--- config.mk ---
export PLATFORM = sky130hd
export DESIGN_NAME = ultrasonic_echo_ranger
export DESIGN_NICKNAME = d
export VERILOG_FILES = /design/src/hw/rtl/uer_pkg.sv /design/src/hw/rtl/uer_dist.sv /design/src/hw/rtl/uer_core.sv /design/src/hw/rtl/uer_obuf.sv /design/src/hw/rtl/ultrasonic_echo_ranger.sv
export SDC_FILE = /design/constraint.sdc
export NUM_CORES = 1
export LEC_CHECK = 0
export CELL_PAD_IN_SITES_DETAIL_PLACEMENT = 2
export CELL_PAD_IN_SITES_GLOBAL_PLACEMENT = 2
export CORE_ASPECT_RATIO = 0.7
export CORE_MARGIN = 2
export CORE_UTILIZATION = 28
export DETAILED_ROUTE_END_ITERATION = 8
export DONT_BUFFER_PORTS = 1
export PLACE_DENSITY_LB_ADDON = 0.1
export REMOVE_ABC_BUFFERS = 1
export SLEW_MARGIN = 30
export SYNTH_ARGS = -nofsm -noshare
export SYNTH_HDL_FRONTEND = slang
export SYNTH_SLANG_ARGS = --single-unit
--- constraint.sdc ---
create_clock -name clk -period 6 [get_ports clk]
set_input_delay 0.9 -clock clk [delete_from_list [all_inputs] [get_ports clk]]
set_output_delay 0.9 -clock clk [all_outputs]
set_load 0.02 [all_outputs]
--- src/hw/rtl/uer_pkg.sv ---
// shared types, constants and register indexes of the ultrasonic echo ranger
package uer_pkg;

  localparam int PERIOD_BITS = 20;
  localparam int HALF_BITS = 8;
  localparam int HALF_COUNT_BITS = HALF_BITS + 1;
  localparam int PULSE_BITS = 4;
  localparam int DIST_BITS = 14;
  localparam int CFG_DATA_BITS = PERIOD_BITS;
  localparam int CFG_INDEX_BITS = 2;

  localparam int ECHO_COUNT_BITS_DEF = 16;

  // cm per tick is 17/1000, tracked as quotient and remainder
  localparam int TICK_CM_NUM = 17;
  localparam int TICK_CM_DEN = 1000;
  localparam int REM_BITS = $clog2(TICK_CM_DEN + TICK_CM_NUM);

  localparam logic [DIST_BITS-1:0] NO_ECHO_CM = DIST_BITS'(9999);

  localparam logic [PERIOD_BITS-1:0] PERIOD_RESET = PERIOD_BITS'(400000);
  localparam logic [HALF_BITS-1:0] HALF_RESET = HALF_BITS'(12);
  localparam logic [PULSE_BITS-1:0] PULSE_RESET = PULSE_BITS'(9);

  typedef enum logic [CFG_INDEX_BITS-1:0] {
    REG_PERIOD = 2'd0,
    REG_HALF_PULSE = 2'd1,
    REG_PULSE_COUNT = 2'd2
  } uer_reg_t;

  typedef enum logic [2:0] {
    PH_IDLE = 3'b001,
    PH_SEND = 3'b010,
    PH_MEASURE = 3'b100
  } uer_phase_t;

  typedef struct packed {
    logic [PERIOD_BITS-1:0] period_ticks;
    logic [HALF_BITS-1:0] half_pulse_ticks;
    logic [PULSE_BITS-1:0] pulse_count;
  } uer_cfg_t;

  typedef struct packed {
    logic clear;
    logic inc;
  } uer_dist_ctl_t;

  typedef struct packed {
    logic tx_level;
    logic [DIST_BITS-1:0] distance_cm;
    logic new_result;
    logic timed_out;
  } uer_res_t;

endpackage

--- src/hw/rtl/uer_dist.sv ---
// running distance: quotient and remainder of echo_count*17/1000, saturated
module uer_dist (
  input  logic                             clk,
  input  logic                             rst,
  input  logic                             step,
  input  uer_pkg::uer_dist_ctl_t           ctl,
  output logic [uer_pkg::DIST_BITS-1:0]    dist_cm
);

  logic [uer_pkg::DIST_BITS-1:0] quot;
  logic [uer_pkg::DIST_BITS-1:0] quot_next;
  logic [uer_pkg::REM_BITS-1:0]  rem;
  logic [uer_pkg::REM_BITS-1:0]  rem_next;
  logic [uer_pkg::REM_BITS-1:0]  rem_add;

  assign rem_add = rem + uer_pkg::REM_BITS'(uer_pkg::TICK_CM_NUM);

  always_comb begin
    quot_next = quot;
    rem_next = rem;
    if (ctl.clear) begin
      quot_next = '0;
      rem_next = '0;
    end else if (ctl.inc) begin
      if (rem_add >= uer_pkg::REM_BITS'(uer_pkg::TICK_CM_DEN)) begin
        rem_next = rem_add - uer_pkg::REM_BITS'(uer_pkg::TICK_CM_DEN);
        // hold at the no-echo value, same as min(floor, 9999)
        if (quot != uer_pkg::NO_ECHO_CM) begin
          quot_next = quot + uer_pkg::DIST_BITS'(1);
        end
      end else begin
        rem_next = rem_add;
      end
    end
  end

  always_ff @(posedge clk) begin
    if (rst) begin
      quot <= '0;
      rem <= '0;
    end else if (step) begin
      quot <= quot_next;
      rem <= rem_next;
    end
  end

  assign dist_cm = quot;

endmodule

--- src/hw/rtl/uer_core.sv ---
// per-tick sequencer: period trigger, pulse burst and echo timing
module uer_core #(
  parameter int ECHO_COUNT_BITS = uer_pkg::ECHO_COUNT_BITS_DEF
) (
  input  logic                          clk,
  input  logic                          rst,
  input  logic                          step,
  input  logic                          echo_level,
  input  uer_pkg::uer_cfg_t             cfg,
  input  logic [uer_pkg::DIST_BITS-1:0] dist_cm,
  output uer_pkg::uer_dist_ctl_t        dist_ctl,
  output uer_pkg::uer_res_t             res
);

  localparam logic [ECHO_COUNT_BITS-1:0] ECHO_TOP = '1;

  uer_pkg::uer_phase_t phase, phase_mid, phase_next;
  logic [uer_pkg::PERIOD_BITS-1:0]     period_count, period_count_next, period_inc;
  logic                                trigger_pending, trigger_pending_next, trig;
  logic [uer_pkg::PULSE_BITS-1:0]      pulses_left, pulses_mid, pulses_left_next;
  logic [uer_pkg::HALF_COUNT_BITS-1:0] half_count, half_mid, half_count_next, half_inc;
  logic [ECHO_COUNT_BITS-1:0]          echo_count, echo_count_next;
  logic [uer_pkg::DIST_BITS-1:0]       last_distance, last_distance_next;
  logic                                last_timeout, last_timeout_next;
  logic [uer_pkg::HALF_BITS-1:0]       half;
  logic                                tx, fresh;

  assign half = (cfg.half_pulse_ticks == '0) ? uer_pkg::HALF_BITS'(1) : cfg.half_pulse_ticks;
  assign period_inc = period_count + uer_pkg::PERIOD_BITS'(1);
  assign half_inc = half_mid + uer_pkg::HALF_COUNT_BITS'(1);

  always_comb begin
    trig = trigger_pending;
    period_count_next = period_inc;
    if (period_inc == cfg.period_ticks) begin
      period_count_next = '0;
      trig = 1'b1;
    end

    trigger_pending_next = trig;
    phase_mid = phase;
    pulses_mid = pulses_left;
    half_mid = half_count;
    echo_count_next = echo_count;
    last_distance_next = last_distance;
    last_timeout_next = last_timeout;
    dist_ctl = '0;
    fresh = 1'b0;
    tx = 1'b0;

    unique case (phase)
      uer_pkg::PH_MEASURE: begin
        if (!echo_level) begin
          last_distance_next = dist_cm;
          last_timeout_next = 1'b0;
          phase_mid = uer_pkg::PH_IDLE;
          echo_count_next = '0;
          dist_ctl.clear = 1'b1;
          fresh = 1'b1;
        end else if (echo_count == ECHO_TOP) begin
          last_distance_next = uer_pkg::NO_ECHO_CM;
          last_timeout_next = 1'b1;
          phase_mid = uer_pkg::PH_IDLE;
          echo_count_next = '0;
          dist_ctl.clear = 1'b1;
          fresh = 1'b1;
        end else begin
          echo_count_next = echo_count + ECHO_COUNT_BITS'(1);
          dist_ctl.inc = 1'b1;
        end
      end
      uer_pkg::PH_IDLE: begin
        if (trig) begin
          trigger_pending_next = 1'b0;
          pulses_mid = cfg.pulse_count;
          half_mid = '0;
          echo_count_next = '0;
          dist_ctl.clear = 1'b1;
          phase_mid = (cfg.pulse_count == '0) ? uer_pkg::PH_MEASURE : uer_pkg::PH_SEND;
        end
      end
      uer_pkg::PH_SEND: begin
      end
      default: begin
        phase_mid = uer_pkg::PH_IDLE;
      end
    endcase

    // burst output, taken on the same tick as the trigger
    phase_next = phase_mid;
    pulses_left_next = pulses_mid;
    half_count_next = half_mid;
    if (phase_mid == uer_pkg::PH_SEND) begin
      tx = (half_mid < {1'b0, half});
      half_count_next = half_inc;
      if (half_inc >= {half, 1'b0}) begin
        half_count_next = '0;
        pulses_left_next = pulses_mid - uer_pkg::PULSE_BITS'(1);
        if (pulses_left_next == '0) begin
          phase_next = uer_pkg::PH_MEASURE;
          echo_count_next = '0;
          dist_ctl.clear = 1'b1;
        end
      end
    end
  end

  always_ff @(posedge clk) begin
    if (rst) begin
      phase <= uer_pkg::PH_IDLE;
      period_count <= '0;
      trigger_pending <= 1'b0;
      pulses_left <= '0;
      half_count <= '0;
      echo_count <= '0;
      last_distance <= '0;
      last_timeout <= 1'b0;
    end else if (step) begin
      phase <= phase_next;
      period_count <= period_count_next;
      trigger_pending <= trigger_pending_next;
      pulses_left <= pulses_left_next;
      half_count <= half_count_next;
      echo_count <= echo_count_next;
      last_distance <= last_distance_next;
      last_timeout <= last_timeout_next;
    end
  end

  assign res.tx_level = tx;
  assign res.distance_cm = last_distance_next;
  assign res.new_result = fresh;
  assign res.timed_out = last_timeout_next;

endmodule

--- src/hw/rtl/uer_obuf.sv ---
// two-entry result buffer: output register plus skid entry
module uer_obuf (
  input  logic              clk,
  input  logic              rst,
  input  logic              push,
  input  uer_pkg::uer_res_t push_data,
  output logic              space,
  output logic              out_valid,
  input  logic              out_ready,
  output uer_pkg::uer_res_t out_data
);

  uer_pkg::uer_res_t main_data, skid_data;
  logic              main_valid, skid_valid;
  logic              pop;

  assign pop = main_valid && out_ready;
  assign space = !skid_valid;

  always_ff @(posedge clk) begin
    if (rst) begin
      main_valid <= 1'b0;
      skid_valid <= 1'b0;
    end else if (skid_valid) begin
      if (pop) begin
        skid_valid <= 1'b0;
      end
    end else if (push && main_valid && !pop) begin
      skid_valid <= 1'b1;
    end else if (push) begin
      main_valid <= 1'b1;
    end else if (pop) begin
      main_valid <= 1'b0;
    end
  end

  always_ff @(posedge clk) begin
    if (skid_valid) begin
      if (pop) begin
        main_data <= skid_data;
      end
    end else if (push && main_valid && !pop) begin
      skid_data <= push_data;
    end else if (push) begin
      main_data <= push_data;
    end
  end

  assign out_valid = main_valid;
  assign out_data = main_data;

endmodule

--- src/hw/rtl/ultrasonic_echo_ranger.sv ---
// Ultrasonic echo ranger. Every echo beat is one 1 us tick and yields exactly one
// result beat. The tick's counters, burst state and the running distance quotient
// update when the beat is taken, and the result lands in a two-entry output
// buffer, so a new tick is taken in every cycle; echo_ready drops only while both
// buffer entries are held. Distance is floor(echo ticks * 17 / 1000) cm, kept as
// a quotient and remainder that step by 17 per echo tick, saturating at 9999;
// 9999 with timed_out set marks a counter overflow. Registers: 0 period_ticks,
// 1 half_pulse_ticks, 2 pulse_count.
module ultrasonic_echo_ranger #(
  parameter int ECHO_COUNT_BITS = uer_pkg::ECHO_COUNT_BITS_DEF
) (
  input  logic                               clk,
  input  logic                               rst,
  input  logic                               cfg_we,
  input  logic [uer_pkg::CFG_INDEX_BITS-1:0] cfg_index,
  input  logic [uer_pkg::CFG_DATA_BITS-1:0]  cfg_data,
  input  logic                               echo_valid,
  output logic                               echo_ready,
  input  logic                               echo_level,
  output logic                               result_valid,
  input  logic                               result_ready,
  output logic                               tx_level,
  output logic [uer_pkg::DIST_BITS-1:0]      distance_cm,
  output logic                               new_result,
  output logic                               timed_out
);

  uer_pkg::uer_cfg_t      cfg;
  uer_pkg::uer_dist_ctl_t dist_ctl;
  uer_pkg::uer_res_t      res, out_res;
  logic [uer_pkg::DIST_BITS-1:0] dist_cm;
  logic step;

  assign step = echo_valid && echo_ready;

  always_ff @(posedge clk) begin
    if (rst) begin
      cfg.period_ticks <= uer_pkg::PERIOD_RESET;
      cfg.half_pulse_ticks <= uer_pkg::HALF_RESET;
      cfg.pulse_count <= uer_pkg::PULSE_RESET;
    end else if (cfg_we) begin
      unique case (cfg_index)
        uer_pkg::REG_PERIOD:      cfg.period_ticks <= cfg_data[uer_pkg::PERIOD_BITS-1:0];
        uer_pkg::REG_HALF_PULSE:  cfg.half_pulse_ticks <= cfg_data[uer_pkg::HALF_BITS-1:0];
        uer_pkg::REG_PULSE_COUNT: cfg.pulse_count <= cfg_data[uer_pkg::PULSE_BITS-1:0];
        default: begin
        end
      endcase
    end
  end

  uer_core #(
    .ECHO_COUNT_BITS(ECHO_COUNT_BITS)
  ) u_core (
    .clk        (clk),
    .rst        (rst),
    .step       (step),
    .echo_level (echo_level),
    .cfg        (cfg),
    .dist_cm    (dist_cm),
    .dist_ctl   (dist_ctl),
    .res        (res)
  );

  uer_dist u_dist (
    .clk     (clk),
    .rst     (rst),
    .step    (step),
    .ctl     (dist_ctl),
    .dist_cm (dist_cm)
  );

  uer_obuf u_obuf (
    .clk       (clk),
    .rst       (rst),
    .push      (step),
    .push_data (res),
    .space     (echo_ready),
    .out_valid (result_valid),
    .out_ready (result_ready),
    .out_data  (out_res)
  );

  assign tx_level = out_res.tx_level;
  assign distance_cm = out_res.distance_cm;
  assign new_result = out_res.new_result;
  assign timed_out = out_res.timed_out;

endmodule

==> flow_summary.ini <==
[timing]
period_share_pct = 91.6
min_period_ns = 5.50
worst_pin_slew_ns = 0.925
fin_skew_ns = 0.0131
maxSlewViolCount = 0
whs_ns = 0.460
fmaxAchievable_mhz = 182
hold_viol = 0
setup_viol = 0
slew_headroom_pct = 38.3
rsz0062_at_grt = no

[synthesis]
yosysWarnings = 0
synthCells = 1037
async_reset_ff_share_pct = 0
synth_top_area_cell = dfxtp_1
yosysMostFrequentCell = dfxtp_1
synth_area_leaders = dfxtp_1, edfxtp_1, nand2_1
muxShareOfSynthArea_pct = 3.89
ys_seq_area_share_pct = 40.7
synth_xor_area_share_pct = 4.02
synth_adder_area_share_pct = 3.45
ys.flop_type = dfxtp_1
yosys.area_share.simple_pct = 26.0
avgSynthCellArea_um2 = 8.40
netlist.area_leader.share_pct = 29.0
synth_cell_types = 81
synth_edf_count = 34
synth_top_family_by_area = simple AND/OR/NAND/NOR gates
synthTopCellsByCount = dfxtp_1, nand2_1, nor2_1, a21oi_1, o21ai_0
synth_compound_area_share_pct = 18.1
ys_ff_latch = 160
mappedNetlistArea_um2 = 8710

[floorplan]
initial_core_util_pct = 28.7
io_pins = 47
design.die.area_um2 = 32500
core_um2 = 30300
die_width_um = 215
row_count = 53
die_h_um = 152

[critical_path]
crit_arrival_ns = 5.86
crit_slowest_cell = a2111oi_2
path_class = reg2reg
reg2reg_depth = 25
critPathRequiredTime_ns = 6.37
cp-start-kind = register
slowest_delay_ns = 0.44
path_max_fanout = 9
end_kind = register

[route]
antenna_left = 0
wire_per_inst_um = 19.7
drcViolationCount = 0
drt_iter0_drc = 340
drt-total-wl_mm = 28.7
dr.pass1.iters = 4
dr_total_vias = 7701
routed_via_density = 5.29

[global_route]
antenna_found_initial = 0
overflow = 0
grt_pass1_wl_mm = 46.6
groute.usage.overall_pct = 18.2
grt_max_degree = 111
grt_pass1_vias = 7997

[clock_tree]
path_clk_slew_ns = 0.07
cts.sinks = 160
numCtsBuffers = 17
clk_latency_ns = 0.44
cts-root-buf = clkbuf_16
cts_tree = yes
htreeDepth = 4
hold_buffers = 0
cts_buffer_depth = 2

[cells_and_area]
final_core_util_pct = 32.6
antennaDiodeCount = 0
syn_to_final_growth_pct = 13.6
drive_gt1_share_pct = 11.3
design_area_um2 = 9890
nets = 1084
fillCellCount = 3434

[power]
p_per_area_nw_per_um2 = 242
vdd.ir_drop.worst_mv = 0.117
leakagePower_nw = 3.47

[run_status]
status = finished, final reports clean

[place]
io_buffers = 0
postPlaceCellArea_um2 = 9250
place.gp.congestion = 0.794
dp_hpwl_mm = 20.3

[min_path]
min_path_cells = 2
hold_path_class = reg2reg

[run]
drv_cap = 0
-- metal layers --
metal  up-vias  track usage [%]  wire length (um)
li1       3748                -                 -
met1      3883             27.1             16000
met2        56             27.8             12000
met3        14             2.93               554
met4         0             3.47               178
met5         -                0                 0
-- final timing paths --
kind                                            start                               end  slack (ns)
hold / removal       u_core.last_timeout$_SDFFE_PP0P_  u_core.last_timeout$_SDFFE_PP0P_        0.46
setup reg to reg  u_core.period_count[1]$_SDFFE_PP0P_   u_dist.dist_cm[13]$_SDFFE_PP0P_        0.50
setup / recovery  u_core.period_count[1]$_SDFFE_PP0P_   u_dist.dist_cm[13]$_SDFFE_PP0P_        0.50
hold reg to reg      u_core.last_timeout$_SDFFE_PP0P_  u_core.last_timeout$_SDFFE_PP0P_        0.46
-- cell families after synthesis --
group                    Yosys count
buffers and inverters             82
multiplexers                      32
flip-flops                       160
XOR/XNOR                          40
adder cells (fa/ha/maj)           24
AND/OR/NAND/NOR                  445
AO/OA/AOI/OAI                    254
-- through the flow --
stage	std cells	setup WS, ns	total power [mW]	TNS, ns
after global placement	1421	0.274	1.30	0
final	1457	0.503	2.40	0
after global routing	1457	0.0131	2.50	0
after detailed placement	1422	-0.0129	1.30	-0.0177
after floorplan	979	-0.582	1.25	-15.27
after CTS	1454	0.0337	2.44	0
-- critical path: cells and delay by family, from the launching register on --
family,cells,cell delay [ns]
compound gates,11,1.91
xor+xnor,1,0.16
fa+ha+maj,3,0.80
buf+inv,1,0.16
flops,1,0.35
simple gates,9,2.04
-- power by group --
group	total [mW]	switching, mW	internal [mW]
Combinational	0.116	0.0757	0.0407
Sequential	1.16	0.0319	1.13
Clock	1.12	0.500	0.622
Total	2.40	0.608	1.79
-- repair_timing --
action | 4_1_cts | 5_1_grt
endpoints found under the setup margin | 3 | 52
pin swaps | 0 | 2
gates resized for setup | 1 | 13
setup buffers | 0 | 3
-- final cells by class --
cell class / count / area [um2] / share of cell area (%)
multi-input combinational: 795 / 4890 / 49.4
sequential: 160 / 3550 / 35.9
tap: 412 / 515 / 5.21
clock buffer: 18 / 429 / 4.34
timing repair buffer: 34 / 259 / 2.62
clock inverter: 14 / 156 / 1.58
inverter: 24 / 90.1 / 0.911
-- cells in the final DEF (no fill, tap or decap), types with 18 or more instances in the layout --
cell	count
a21oi_1	87
a22oi_1	18
buf_4	33
dfxtp_1	121
edfxtp_1	34
ha_1	23
inv_1	23
nand2_1	122
nand3_1	31
nand4_1	20
nor2_1	118
nor3_1	27
o21ai_0	65
or3_1	22
xnor2_1	22
xor2_1	18
-- state kept, by name, summed over array words and instances, names as in the netlist --
signal,count
u_core.echo_count,16
u_obuf.out_valid,1
u_obuf.out_data,17
u_core.last_timeout,1
u_dist.dist_cm,14
cfg,32
u_obuf.skid_data,17
u_core.trigger_pending,1
u_core.pulses_left,4
u_dist.rem,10
u_core.last_distance,14
u_core.phase,3
u_core.period_count,20
u_core.half_count,9
u_obuf.skid_valid,1
Note: power is estimated with default switching activity, not from simulation.
